**config.mk**
```make
export PLATFORM = sky130hd
export DESIGN_NAME = fastcgi_name_value_parser_unit
export DESIGN_NICKNAME = d
export VERILOG_FILES = /design/src/design/fcgi_nv_pkg.sv /design/src/design/fcgi_nv_decoder.sv /design/src/design/fastcgi_name_value_parser_unit.sv
export SDC_FILE = /design/constraint.sdc
export NUM_CORES = 1
export LEC_CHECK = 0
export BUFFER_PORTS_ARGS = -buffer_cell sky130_fd_sc_hd__buf_2
export CORE_MARGIN = 4
export CORE_UTILIZATION = 40
export CTS_BUF_LIST = sky130_fd_sc_hd__clkbuf_16
export CTS_CLUSTER_DIAMETER = 50
export CTS_CLUSTER_SIZE = 12
export DETAILED_ROUTE_END_ITERATION = 6
export PLACE_DENSITY_LB_ADDON = 0.2
export SLEW_MARGIN = 40
export SYNTH_ARGS = -nofsm -noshare
export SYNTH_HDL_FRONTEND = slang
export SYNTH_SLANG_ARGS = --single-unit
```
**constraint.sdc**
```tcl
create_clock -name clk_i -period 6.4 [get_ports clk_i]
set_input_delay 1.28 -clock clk_i [delete_from_list [all_inputs] [get_ports clk_i]]
set_output_delay 1.28 -clock clk_i [all_outputs]
set_load 0.01 [all_outputs]
```
**src/design/fcgi_nv_pkg.sv**
```systemverilog
// shared types and constants for the fastcgi name-value parser
package fcgi_nv_pkg;

  localparam int unsigned LENGTH_WIDTH_DEF = 31;
  localparam logic [7:0]  SHORT_LIMIT_RESET = 8'd127;

  typedef enum logic [2:0] {
    KIND_NAME  = 3'd0,
    KIND_VALUE = 3'd1,
    KIND_PAIR  = 3'd2,
    KIND_OK    = 3'd3,
    KIND_ERROR = 3'd4
  } kind_e;

  typedef enum logic [2:0] {
    PH_NLEN      = 3'd0,
    PH_NLEN_LONG = 3'd1,
    PH_VLEN      = 3'd2,
    PH_VLEN_LONG = 3'd3,
    PH_NAME      = 3'd4,
    PH_VALUE     = 3'd5
  } phase_e;

  // results caused by one input byte, in emission order
  typedef struct packed {
    logic       has_data;
    logic       data_is_value;
    logic [7:0] data_byte;
    logic       has_pair;
    logic       has_end;
    logic       end_ok;
  } bundle_t;

endpackage

```
**src/design/fcgi_nv_decoder.sv**
```systemverilog
// length decoding and pair tracking state, one input byte per accept
module fcgi_nv_decoder #(
  parameter int unsigned LENGTH_WIDTH = fcgi_nv_pkg::LENGTH_WIDTH_DEF
) (
  input  logic                  clk_i,
  input  logic                  rst_ni,
  input  logic                  cfg_we_i,
  input  logic [7:0]            cfg_data_i,
  input  logic                  accept_i,
  input  logic [7:0]            in_byte_i,
  input  logic                  eoc_i,
  output fcgi_nv_pkg::bundle_t  bundle_o
);

  localparam int unsigned LW = LENGTH_WIDTH;

  logic [7:0]              limit_q;
  fcgi_nv_pkg::phase_e     phase_q, phase_d;
  logic [1:0]              idx_q, idx_d;
  logic [LW-1:0]           nlen_q, nlen_d;
  logic [LW-1:0]           vlen_q, vlen_d;
  logic [LW-1:0]           rem_q, rem_d;
  logic [LW-1:0]           acc_q, acc_d;
  logic                    sticky_q, sticky_d;

  logic [LW+7:0]           shifted;
  logic [LW-1:0]           acc_shift;
  logic                    ovf_shift;
  logic [LW-1:0]           long_final;
  logic [LW-1:0]           rem_dec;
  logic [1:0]              idx_inc;
  logic                    lengths_done;
  logic                    start_value;
  logic                    pair_done;
  fcgi_nv_pkg::bundle_t    bundle;

  always_ff @(posedge clk_i or negedge rst_ni) begin
    if (!rst_ni) begin
      limit_q  <= fcgi_nv_pkg::SHORT_LIMIT_RESET;
      phase_q  <= fcgi_nv_pkg::PH_NLEN;
      idx_q    <= 2'd0;
      nlen_q   <= '0;
      vlen_q   <= '0;
      rem_q    <= '0;
      acc_q    <= '0;
      sticky_q <= 1'b0;
    end else begin
      if (cfg_we_i) begin
        limit_q <= cfg_data_i;
      end
      if (accept_i) begin
        phase_q  <= phase_d;
        idx_q    <= idx_d;
        nlen_q   <= nlen_d;
        vlen_q   <= vlen_d;
        rem_q    <= rem_d;
        acc_q    <= acc_d;
        sticky_q <= sticky_d;
      end
    end
  end

  always_comb begin
    shifted    = {acc_q, in_byte_i};
    acc_shift  = shifted[LW-1:0];
    ovf_shift  = sticky_q | (|shifted[LW+7:LW]);
    long_final = ovf_shift ? '1 : acc_shift;
    rem_dec    = rem_q - LW'(1);
    idx_inc    = idx_q + 2'd1;

    phase_d  = phase_q;
    idx_d    = idx_q;
    nlen_d   = nlen_q;
    vlen_d   = vlen_q;
    rem_d    = rem_q;
    acc_d    = acc_q;
    sticky_d = sticky_q;
    bundle   = '0;
    lengths_done = 1'b0;
    start_value  = 1'b0;
    pair_done    = 1'b0;

    unique case (phase_q)
      fcgi_nv_pkg::PH_NLEN, fcgi_nv_pkg::PH_VLEN: begin
        if (in_byte_i <= limit_q) begin
          if (phase_q == fcgi_nv_pkg::PH_NLEN) begin
            nlen_d  = LW'(in_byte_i);
            phase_d = fcgi_nv_pkg::PH_VLEN;
          end else begin
            vlen_d       = LW'(in_byte_i);
            lengths_done = 1'b1;
          end
        end else begin
          acc_d    = LW'({1'b0, in_byte_i[6:0]});
          sticky_d = 1'b0;
          idx_d    = 2'd1;
          phase_d  = (phase_q == fcgi_nv_pkg::PH_NLEN) ? fcgi_nv_pkg::PH_NLEN_LONG
                                                      : fcgi_nv_pkg::PH_VLEN_LONG;
        end
      end
      fcgi_nv_pkg::PH_NLEN_LONG, fcgi_nv_pkg::PH_VLEN_LONG: begin
        acc_d    = acc_shift;
        sticky_d = ovf_shift;
        idx_d    = idx_inc;
        if (idx_inc == 2'd0) begin
          if (phase_q == fcgi_nv_pkg::PH_NLEN_LONG) begin
            nlen_d  = long_final;
            phase_d = fcgi_nv_pkg::PH_VLEN;
          end else begin
            vlen_d       = long_final;
            lengths_done = 1'b1;
          end
        end
      end
      fcgi_nv_pkg::PH_NAME: begin
        bundle.has_data  = 1'b1;
        bundle.data_byte = in_byte_i;
        rem_d = rem_dec;
        if (rem_dec == '0) begin
          start_value = 1'b1;
        end
      end
      fcgi_nv_pkg::PH_VALUE: begin
        bundle.has_data      = 1'b1;
        bundle.data_is_value = 1'b1;
        bundle.data_byte     = in_byte_i;
        rem_d = rem_dec;
        if (rem_dec == '0) begin
          pair_done = 1'b1;
        end
      end
      default: begin
        phase_d = fcgi_nv_pkg::PH_NLEN;
      end
    endcase

    if (lengths_done) begin
      if (nlen_d != '0) begin
        rem_d   = nlen_d;
        phase_d = fcgi_nv_pkg::PH_NAME;
      end else begin
        start_value = 1'b1;
      end
    end

    if (start_value) begin
      if (vlen_d != '0) begin
        rem_d   = vlen_d;
        phase_d = fcgi_nv_pkg::PH_VALUE;
      end else begin
        pair_done = 1'b1;
      end
    end

    if (pair_done) begin
      bundle.has_pair = 1'b1;
      phase_d = fcgi_nv_pkg::PH_NLEN;
    end

    if (eoc_i) begin
      bundle.has_end = 1'b1;
      bundle.end_ok  = (phase_d == fcgi_nv_pkg::PH_NLEN);
      phase_d = fcgi_nv_pkg::PH_NLEN;
      idx_d   = 2'd0;
      rem_d   = '0;
    end
  end

  assign bundle_o = bundle;

endmodule

```
**src/design/fastcgi_name_value_parser_unit.sv**
```systemverilog
// top level of the fastcgi name-value parser: decoder plus result queue
// Parses a FastCGI params body one byte per transfer. Each byte updates the
// decoder state in the cycle it is taken and yields zero to three results
// (data byte, pair complete, content ok or error), which leave one per cycle,
// unless the output stalls, through a two-deep result queue. Bytes causing at
// most one result flow at that rate; one causing two or three holds the single
// output channel until all have left, and the input stalls once the pending
// slot of the queue is full. The length limit register is written over the
// cfg channel, which is always ready; write it only while the block is idle.
module fastcgi_name_value_parser_unit #(
  parameter int unsigned LENGTH_WIDTH = fcgi_nv_pkg::LENGTH_WIDTH_DEF
) (
  input  logic       clk_i,
  input  logic       rst_ni,
  input  logic       cfg_valid_i,
  output logic       cfg_ready_o,
  input  logic [7:0] cfg_data_i,
  input  logic       in_valid_i,
  output logic       in_stall_o,
  input  logic [7:0] in_byte_i,
  input  logic       end_of_content_i,
  output logic       out_valid_o,
  input  logic       out_stall_i,
  output logic [7:0] out_byte_o,
  output logic [2:0] kind_o,
  output logic       last_of_run_o
);

  fcgi_nv_pkg::bundle_t out_q, out_d;
  fcgi_nv_pkg::bundle_t pend_q, pend_d;
  logic                 pend_valid_q, pend_valid_d;
  fcgi_nv_pkg::bundle_t new_bundle;
  fcgi_nv_pkg::bundle_t out_rem;
  logic                 accept;
  logic                 new_any;
  logic                 out_xfer;
  logic                 out_last;
  logic                 out_free;
  fcgi_nv_pkg::kind_e   kind;

  assign cfg_ready_o = 1'b1;
  assign in_stall_o  = pend_valid_q;
  assign accept      = in_valid_i & ~pend_valid_q;

  fcgi_nv_decoder #(
    .LENGTH_WIDTH(LENGTH_WIDTH)
  ) u_decoder (
    .clk_i      (clk_i),
    .rst_ni     (rst_ni),
    .cfg_we_i   (cfg_valid_i & cfg_ready_o),
    .cfg_data_i (cfg_data_i),
    .accept_i   (accept),
    .in_byte_i  (in_byte_i),
    .eoc_i      (end_of_content_i),
    .bundle_o   (new_bundle)
  );

  assign new_any     = new_bundle.has_data | new_bundle.has_pair | new_bundle.has_end;
  assign out_valid_o = out_q.has_data | out_q.has_pair | out_q.has_end;
  assign out_xfer    = out_valid_o & ~out_stall_i;

  // current result is the first flag still set
  always_comb begin
    out_rem    = out_q;
    out_byte_o = 8'd0;
    kind       = fcgi_nv_pkg::KIND_OK;
    out_last   = 1'b1;
    if (out_q.has_data) begin
      out_byte_o       = out_q.data_byte;
      kind             = out_q.data_is_value ? fcgi_nv_pkg::KIND_VALUE
                                             : fcgi_nv_pkg::KIND_NAME;
      out_last         = ~(out_q.has_pair | out_q.has_end);
      out_rem.has_data = 1'b0;
    end else if (out_q.has_pair) begin
      kind             = fcgi_nv_pkg::KIND_PAIR;
      out_last         = ~out_q.has_end;
      out_rem.has_pair = 1'b0;
    end else if (out_q.has_end) begin
      kind            = out_q.end_ok ? fcgi_nv_pkg::KIND_OK : fcgi_nv_pkg::KIND_ERROR;
      out_rem.has_end = 1'b0;
    end
  end

  assign kind_o        = kind;
  assign last_of_run_o = out_last;
  assign out_free      = ~out_valid_o | (out_xfer & out_last);

  always_comb begin
    out_d        = out_q;
    pend_d       = pend_q;
    pend_valid_d = pend_valid_q;
    if (out_free) begin
      if (pend_valid_q) begin
        out_d        = pend_q;
        pend_valid_d = 1'b0;
      end else if (accept && new_any) begin
        out_d = new_bundle;
      end else begin
        out_d = '0;
      end
    end else begin
      if (out_xfer) begin
        out_d = out_rem;
      end
      if (accept && new_any) begin
        pend_d       = new_bundle;
        pend_valid_d = 1'b1;
      end
    end
  end

  always_ff @(posedge clk_i or negedge rst_ni) begin
    if (!rst_ni) begin
      out_q        <= '0;
      pend_valid_q <= 1'b0;
    end else begin
      out_q        <= out_d;
      pend_valid_q <= pend_valid_d;
    end
  end

  always_ff @(posedge clk_i) begin
    pend_q <= pend_d;
  end

endmodule
```
Word-level counts from Yosys, hierarchy flattened --
Cells that the tools add are included.
Word-level totals: word-level logic and storage cells 138, output and inout port bits 15, flip-flop bits (word level) 165, input bits 22
Cells by class: reductions and logical operators 20, add/sub/neg operators 2, bitwise gates (word level) 16, order comparisons 1, equality and inequality tests 9, muxes and demuxes 69
Operator list (number):
- two-way mux 31 bit | 16
- one-hot mux 31 bit (2 select lines) | 3
- nonzero test 31 bit | 2
- two-way mux 13 bit | 4
- two-way mux 3 bit | 14
- zero test 31 bit | 1
- subtractor 31 x 1 -> 31 bit (second input constant) | 1
- two-way mux 1 bit | 21
- two-way mux 8 bit | 2
- two-way mux 2 bit | 5
- one-hot mux 3 bit (3 select lines) | 1
- AND reduction 3 bit | 3
- <= comparator 8 bit | 1
- OR reduction 8 bit | 1
- OR 1 bit | 7
- == test 3 x 2 -> 1 bit (second input constant) | 2
- == test 3 bit (second input constant) | 2
- zero test 3 bit | 2
- NOT 1 bit | 6
- nonzero test 2 bit | 3
- OR reduction 2 bit | 3
- != test 2 x 1 -> 1 bit (second input constant) | 2
- one-hot mux 1 bit (2 select lines) | 2
- one-hot mux 2 bit (2 select lines) | 1
- other kinds (9) | 12

Depth between registers and ports, before layout --
Gate-level depths: netlist of run 1.
word-level depth 19, gate-level depth with buffers 15, gate-level depth less buffers 13

Cells and area by module --
From an unflattened synthesis of run 1, not the netlist that was laid out.
Unflattened totals: cells, all modules 1192, area total of the unflattened synthesis 10483.8 um2
By module, submodules not included:
- fcgi_nv_decoder | instances 1, sequential area each 3462.1 um2, area each 9221.3 um2, cells each 1102
- fastcgi_name_value_parser_unit | instances 1, sequential area each 740.7 um2, area each 1262.5 um2, cells each 90

Worst setup path after synthesis of run 1 --
OpenSTA, ideal clock, no wires.
path kind input port to flip-flop, start in in_byte_i[7], end reg pend_q[0] (netlist bit) (enable), library setup time 361 ps, arrival 4423 ps, stages on the path 11, data required time 6039 ps, slack 1616 ps, buffers on the path 0, cell sequence ha_1 > nand4_1 > nor2_1 > nor2_1 > o31ai_2 > mux2_4 > a2111oi_4 > nand3_1 > or3_1 > o21ai_0 > and3_1
On the way: word-level cells in the longest chain between the ends 13, elaborated cells on any way between the ends 25, those cells by class order compare: 1; mux: 18; bitwise: 2; reduce/logical: 4
Ends and longest elaborated chain:
- from (decl) | RTL line fastcgi_name_value_parser_unit.sv:20 | input logic [7:0] in_byte_i,
- branches (longest 7 deep; another with <= comparator 8 bit)
- two-way mux 1 bit * | RTL line fcgi_nv_decoder.sv:146 | if (start_value) begin
- two-way mux 1 bit * | RTL line fcgi_nv_decoder.sv:155 | if (pair_done) begin
- OR 1 bit * (2 in a row) | RTL line fastcgi_name_value_parser_unit.sv:58 | assign new_any = new_bundle.has_data | new_bundle.has_pair | new_bundle.has_end;
- logical AND 1 bit * | RTL line fastcgi_name_value_parser_unit.sv:105 | if (accept && new_any) begin
- AND reduction 2 bit (no line) *
- to (signal assigned) | RTL line fastcgi_name_value_parser_unit.sv:123 | pend_q <= pend_d;
- to (decl) | RTL line fastcgi_name_value_parser_unit.sv:30 | fcgi_nv_pkg::bundle_t pend_q, pend_d;
Every way passes the cells marked *. A chain may end at the register's enable or synchronous reset.

Worst setup path after layout of run 1 --
start in in_byte_i[7], end reg pend_q[6] (netlist bit) (enable)
The elaborated chain is that of the path after synthesis.

==> flow_metrics.env, run 1 <==
export IMPL_mostFrequentLayoutCells="165 x nand2_1, 145 x dfrtp_1, 132 x nor2_1"
export IMPL_drtPass1Iterations=7
export IMPL_synth_top_flop_cell="dfrtp_1"
export IMPL_worstMarginPinSlew_ns=0.831
export IMPL_grt_pass1_vias=8969
export IMPL_seqPwrFrac_pct=30.5
export IMPL_fp_dieW_um=166
export IMPL_ys_types=91
export IMPL_status="complete, but fails checks"
export IMPL_worstSetupPathType="in2reg"
export IMPL_drc_errors=3
export IMPL_syn_avg_cell_area_um2=8.50
export IMPL_synthCells=1177
export IMPL_rows=57
export IMPL_synth_edf_count=13
export IMPL_cts_sinks=165
export IMPL_fin_crit_ns=5.20
export IMPL_nFillCells=2389
export IMPL_finalCritPeriodShare_pct=81.3
export IMPL_ys_async_sr_fraction_pct=92.1
export IMPL_internal_power_w=0.00290
export IMPL_min_path_type="reg2reg"
export IMPL_switchingPower_w=0.00295
export IMPL_ant_nets=0
export IMPL_rsz0062_at_grt="false"
export IMPL_ir_drop_mv=0.541
export IMPL_p_sw_share_pct=50.4
export IMPL_required_ns=6.47
export IMPL_cp_end_kind="flop"
export IMPL_ys_ff_latch=165
export IMPL_vias=9511
export IMPL_initial_core_util_pct=40.9
export IMPL_antenna_found_initial=3
export IMPL_layout_commonest_cell="nand2_1"
export IMPL_htreeDepth=4
export IMPL_drive_gt1_share_pct=10.8
export IMPL_power_frac_comb_pct=52.2
export IMPL_cts_setup_buffers=0
export IMPL_min_path_cells=2
export IMPL_powerDensity_nw_per_um2=529
export IMPL_relSlewSlack_pct=44.3
export IMPL_grt_pass1_wl_um=55200
export IMPL_finalSetupTns_ns=0
export IMPL_p_clk_share_pct=17.3
export IMPL_netlist_area_um2=10000
export IMPL_cp_arrival_ns=5.27
export IMPL_cp_start_kind="input pin"
export IMPL_grt_max_degree=97
export IMPL_multiInputGateArea_um2=5430
export IMPL_die_h_um=166
export IMPL_reg2reg_from="u_decoder.idx_q[0]"
export IMPL_insertion_delay_ns=0.44
export IMPL_setup_violations_final=0
export IMPL_cts_root_buf="clkbuf_16"
export IMPL_core_area_um2=24500
export IMPL_hold_violations=0
export IMPL_ff2ff_path_depth=11
export IMPL_max_freq_mhz=192
export IMPL_grtUsageTotal_pct=25.2
export IMPL_cts_max_path_buffers=2
export IMPL_cts_hold_buf=0
export IMPL_finalPower_w=0.00585
export IMPL_drt_iter0_drc=1201
export IMPL_routed_wl_um=35300
export IMPL_slew_violations=0
export IMPL_synth_nets=1210
export IMPL_min_to="u_decoder.nlen_q[10]"
export IMPL_gp_congestion=0.984
export IMPL_ys_warn_count=0
export IMPL_r2r_end="pend_q[6]"
export IMPL_max_cap_violations=0
export IMPL_nets=1210
export IMPL_wl_per_cell_um=23.3
export IMPL_die_area_um2=27600
export IMPL_numPortBuffers=35
export IMPL_seq_area_um2=4200
export IMPL_violations="DRC"
export IMPL_via_per_inst=6.28
export IMPL_finalClockSkew_ns=0.0131
export IMPL_path_clk_slew_ns=0.07
export IMPL_grt_ovfl_total=0
export IMPL_rrSetupSlack_ns=1.62
export IMPL_hpwl_um=25200
export IMPL_cts_resized=0
export IMPL_yosysSeqAreaShare_pct=42.0
export IMPL_areaGrowthSynthToFinish_pct=10.6
export IMPL_num_io_pins=37
export IMPL_cts_made_buffers=17
export IMPL_path_max_fanout=13
export IMPL_p_leak_nw=4.64
export IMPL_min_delay_start="u_decoder.nlen_q[10]"
export IMPL_tritoncts="built"
critical path, cell delays in order:
cell and delay, ns:
buf_2 0.17, ha_1 0.34, nand4_1 0.22, nor2_1 0.36, nor2_1 0.24, o31ai_2 0.52, mux2_4 0.36, a2111oi_4 0.36
nand3_1 0.13, or3_1 0.40, o21ai_0 0.26, and3_1 0.62
cell usage after synthesis, types with 10 or more instances:
cell type | n | area [µm²]
nor3_1 | 29 | 145
a221oi_1 | 10 | 87.6
nand2_1 | 165 | 619
or3_1 | 18 | 113
dfrtp_1 | 145 | 3630
and3_1 | 10 | 62.6
nand3_1 | 29 | 145
xor2_1 | 10 | 87.6
nor2_1 | 133 | 499
nand4_1 | 15 | 93.8
and2_1 | 20 | 125
o211ai_1 | 38 | 285
nor4_1 | 21 | 131
ha_1 | 11 | 138
clkbuf_1 | 59 | 221
edfxtp_1 | 13 | 390
a31oi_1 | 13 | 81.3
xnor2_1 | 12 | 105
o31ai_1 | 16 | 120
a22o_1 | 33 | 289
a22oi_1 | 15 | 113
a21oi_1 | 62 | 310
o21ai_0 | 93 | 465
inv_1 | 21 | 78.8
power groups by stage:
stage | clock network (W) | registers (W) | logic (W)
floorplan | 0 | 0.00158 | 0.00218
global placement | 0 | 0.00178 | 0.00297
detailed placement | 0 | 0.00178 | 0.00298
CTS | 0.00102 | 0.00177 | 0.00299
global route | 0.00107 | 0.00182 | 0.00332
finish | 0.00101 | 0.00178 | 0.00306
stage by stage:
step	setup slack (ns)	instance area, µm²	utilization (%)	hold WS (ns)	cells
global placement	0.895	10500	42.8	0.460	1481
global route	0.998	11100	45.2	0.521	1514
detailed placement	0.821	10500	42.8	0.476	1481
floorplan	1.62	10000	-	0.442	1177
CTS	1.29	11000	45.1	0.493	1513
finish	1.20	11100	45.2	0.489	1515
state kept, by name, indices dropped and copies added (netlist names):
register,flops
u_decoder.phase_q,3
pend_q,13
u_decoder.nlen_q,31
u_decoder.sticky_q,1
u_decoder.vlen_q,31
u_decoder.acc_q,31
u_decoder.limit_q,8
out_q,13
u_decoder.rem_q,31
u_decoder.idx_q,2
in_stall_o,1
worst max-delay path by stage:
stage	startpoint	end	slack (ns)	cells past startpoint
3_3_place_gp	in_byte_i[7]	pend_q[6]	0.90	12
2_1_floorplan	in_byte_i[7]	pend_q[0]	1.62	11
5_1_grt	in_byte_i[7]	pend_q[0]	1.0	12
4_1_cts	in_byte_i[7]	pend_q[6]	1.29	12
6_report	in_byte_i[7]	pend_q[6]	1.20	12
3_5_place_dp	in_byte_i[7]	pend_q[6]	0.82	12
final cells by class:
| type | instances | share of cell area, % |
|---|---|---|
| Multi-Input combinational cell | 914 | 49.1 |
| Sequential cell | 165 | 38.0 |
| Clock buffer | 17 | 3.84 |
| Tap cell | 324 | 3.66 |
| Timing Repair Buffer | 57 | 3.46 |
| Clock inverter | 15 | 1.18 |
| Inverter | 22 | 0.746 |
| Antenna cell | 1 | 0.0226 |
metal layers:
metal | vias up | track usage [%] | part of all wire [%]
met5 | - | 0 | 0.091
met4 | 4 | 7.42 | 2.4
met3 | 60 | 5.93 | 8.6
met2 | 470 | 36.5 | 44
met1 | 4610 | 37.4 | 45
li1 | 4367 | - | -
cell families after synthesis:
group	count (synthesis)	synth area share [%]
mux	8	0.913
flops	165	42.0
simple gates	493	23.6
xor+xnor	22	1.93
compound gates	378	26.1
fa+ha+maj	12	1.48
other cells	1	0.0375
buf+inv	98	4.00
(Power assumes the default switching activity.)
==> run 2, diff against run 1 <==
==> constraint.sdc (replaced) <==
create_clock -name clk_i -period 4.25 [get_ports clk_i]
set_input_delay 0.85 -clock clk_i [delete_from_list [all_inputs] [get_ports clk_i]]
set_output_delay 0.85 -clock clk_i [all_outputs]
set_load 0.01 [all_outputs]
==> flow_metrics.env, run 2 (synthesized netlist as in run 1, its figures left out) <==
export IMPL_drtPass1Iterations=5
export IMPL_cp_end_kind="flop"
export IMPL_die_area_um2=27600
export IMPL_nFillCells=2353
export IMPL_diodes=0
export IMPL_p_clk_share_pct=17.8
export IMPL_mostFrequentLayoutCells="165 x nand2_1, 145 x dfrtp_1, 132 x nor2_1"
export IMPL_powerDensity_nw_per_um2=795
export IMPL_cts_hold_buf=0
export IMPL_worstSetupPathType="reg2reg"
export IMPL_layout_commonest_cell="nand2_1"
export IMPL_path_clk_slew_ns=0.07
export IMPL_fin_crit_ns=3.95
export IMPL_finalWorstSetupSlack_ns=0.296
export IMPL_power_frac_comb_pct=53.3
export IMPL_grtUsageTotal_pct=26.1
export IMPL_p_sw_share_pct=48.1
export IMPL_max_freq_mhz=253
export IMPL_cts_root_buf="clkbuf_16"
export IMPL_max_cap_violations=0
export IMPL_drive_gt1_share_pct=16.9
export IMPL_grt_pass1_vias=9295
export IMPL_internal_power_w=0.00486
export IMPL_fin_cells=1599
export IMPL_critPathMaxStageDelay_ns=0.59
export IMPL_switchingPower_w=0.00451
export IMPL_grt_ovfl_total=0
export IMPL_ir_drop_mv=0.584
export IMPL_worstMarginPinSlew_ns=0.766
export IMPL_finalCritPeriodShare_pct=93.0
export IMPL_areaGrowthSynthToFinish_pct=17.7
export IMPL_relSlewSlack_pct=48.9
export IMPL_cts_setup_buffers=0
export IMPL_drc_errors=0
export IMPL_rows=57
export IMPL_antenna_found_initial=0
export IMPL_min_path_type="in2async"
export IMPL_setup_violations_final=0
export IMPL_critical_path_slowest_cell="or4_4"
export IMPL_dp_cells=1567
export IMPL_cp_top_family="simple AND/OR/NAND/NOR gates"
export IMPL_nets=1295
export IMPL_initial_core_util_pct=40.9
export IMPL_gp_congestion=0.949
export IMPL_vias=9770
export IMPL_numPortBuffers=35
export IMPL_tritoncts="built"
export IMPL_htreeDepth=4
export IMPL_crit_chain="or4_4 -> or3_4 -> nor2_1 -> o22ai_1 -> a2111oi_4 -> buf_4 -> nand4b_4 -> o22ai_2 -> a21boi_2 -> buf_4 -> and3_1 -> a221o_1"
export IMPL_cts_sinks=165
export IMPL_ant_nets=0
export IMPL_hold_ws_ns=0.406
export IMPL_num_io_pins=37
export IMPL_path_common_cell="buf_4"
export IMPL_slew_violations=0
export IMPL_seqPwrFrac_pct=29.0
export IMPL_grt_pass1_wl_um=56900
export IMPL_finalClockSkew_ns=0.0132
export IMPL_drt_iter0_drc=945
export IMPL_cts_resized=0
export IMPL_insertion_delay_ns=0.44
export IMPL_grt_max_degree=92
export IMPL_die_h_um=166
export IMPL_fp_dieW_um=166
export IMPL_hpwl_um=26900
export IMPL_path_max_fanout=16
export IMPL_cts_made_buffers=17
export IMPL_required_ns=4.56
export IMPL_wl_per_cell_um=22.6
export IMPL_routed_wl_um=36200
export IMPL_pre_cts_ws_ns=-0.0174
export IMPL_worstPathBufferInverterCount=2
export IMPL_rsz0062_at_grt="false"
export IMPL_status="complete, no violations"
export IMPL_hold_violations=0
export IMPL_cp_start_kind="flop"
export IMPL_cts_max_path_buffers=2
export IMPL_via_per_inst=6.11
export IMPL_core_area_um2=24500
export IMPL_p_leak_nw=5.08
export IMPL_cp_arrival_ns=4.26
[run 2: power groups by stage]
stage / registers (W) / logic (W) / clock network, W
after floorplan: 0.00238 / 0.00328 / 0
final: 0.00271 / 0.00499 / 0.00166
after detailed placement: 0.00270 / 0.00489 / 0
after CTS: 0.00268 / 0.00491 / 0.00169
after global placement: 0.00271 / 0.00486 / 0
after global routing: 0.00276 / 0.00543 / 0.00174
[run 2: per-layer routing]
layer | part of all wire (%) | track usage [%] | up-vias | wire length [µm]
met5 | 0 | 0 | - | 0
met4 | 2.8 | 8.36 | 0 | 999
met3 | 8.2 | 6.21 | 77 | 2980
met2 | 44 | 38.6 | 422 | 15800
met1 | 45 | 37.9 | 4741 | 16500
li1 | - | - | 4530 | -
[run 2: through the flow]
stage / setup TNS, ns / utilization [%] / total power [W] / instance area, µm²
final: 0 / 48.1 / 0.00936 / 11800
after global placement: -0.599 / 45.6 / 0.00756 / 11200
after global routing: 0 / 48.1 / 0.00994 / 11800
after detailed placement: -0.0787 / 45.6 / 0.00759 / 11200
after CTS: 0 / 48.1 / 0.00928 / 11800
after floorplan: 0 / - / 0.00566 / 10000
[run 2: path summary, 6_finish.rpt]
kind / start / to / cells past startpoint / slack (ns)
setup / recovery: u_decoder.acc_q[27] / u_decoder.rem_q[29] / 12 / 0.30
hold / removal: rst_ni / u_decoder.acc_q[14] / 1 / 0.41
setup reg to reg: u_decoder.acc_q[27] / u_decoder.rem_q[29] / 12 / 0.30
hold reg to reg: out_q[8] / out_q[8] / 2 / 0.48
max in group asynchronous: rst_ni / u_decoder.rem_q[19] / 2 / 2.98
min in group clk_i: out_q[8] / out_q[8] / 2 / 0.48
[run 2: worst register-to-register path, delay by kind of cell (launching register included)]
kind                   cells  cell delay (ns)
and+or+nand+nor            5             1.80
buffers and inverters      2             0.39
AOI/OAI and AO/OA          5             1.25
DFF                        1             0.38
[run 2: cell type report]
class	count	area, µm²	share of cell area [%]
Timing Repair Buffer	142	1040	8.82
Sequential cell	165	4200	35.7
Tap cell	324	405	3.44
Clock inverter	15	188	1.59
Inverter	22	82.6	0.701
Clock buffer	17	425	3.61
Multi-Input combinational cell	914	5430	46.1
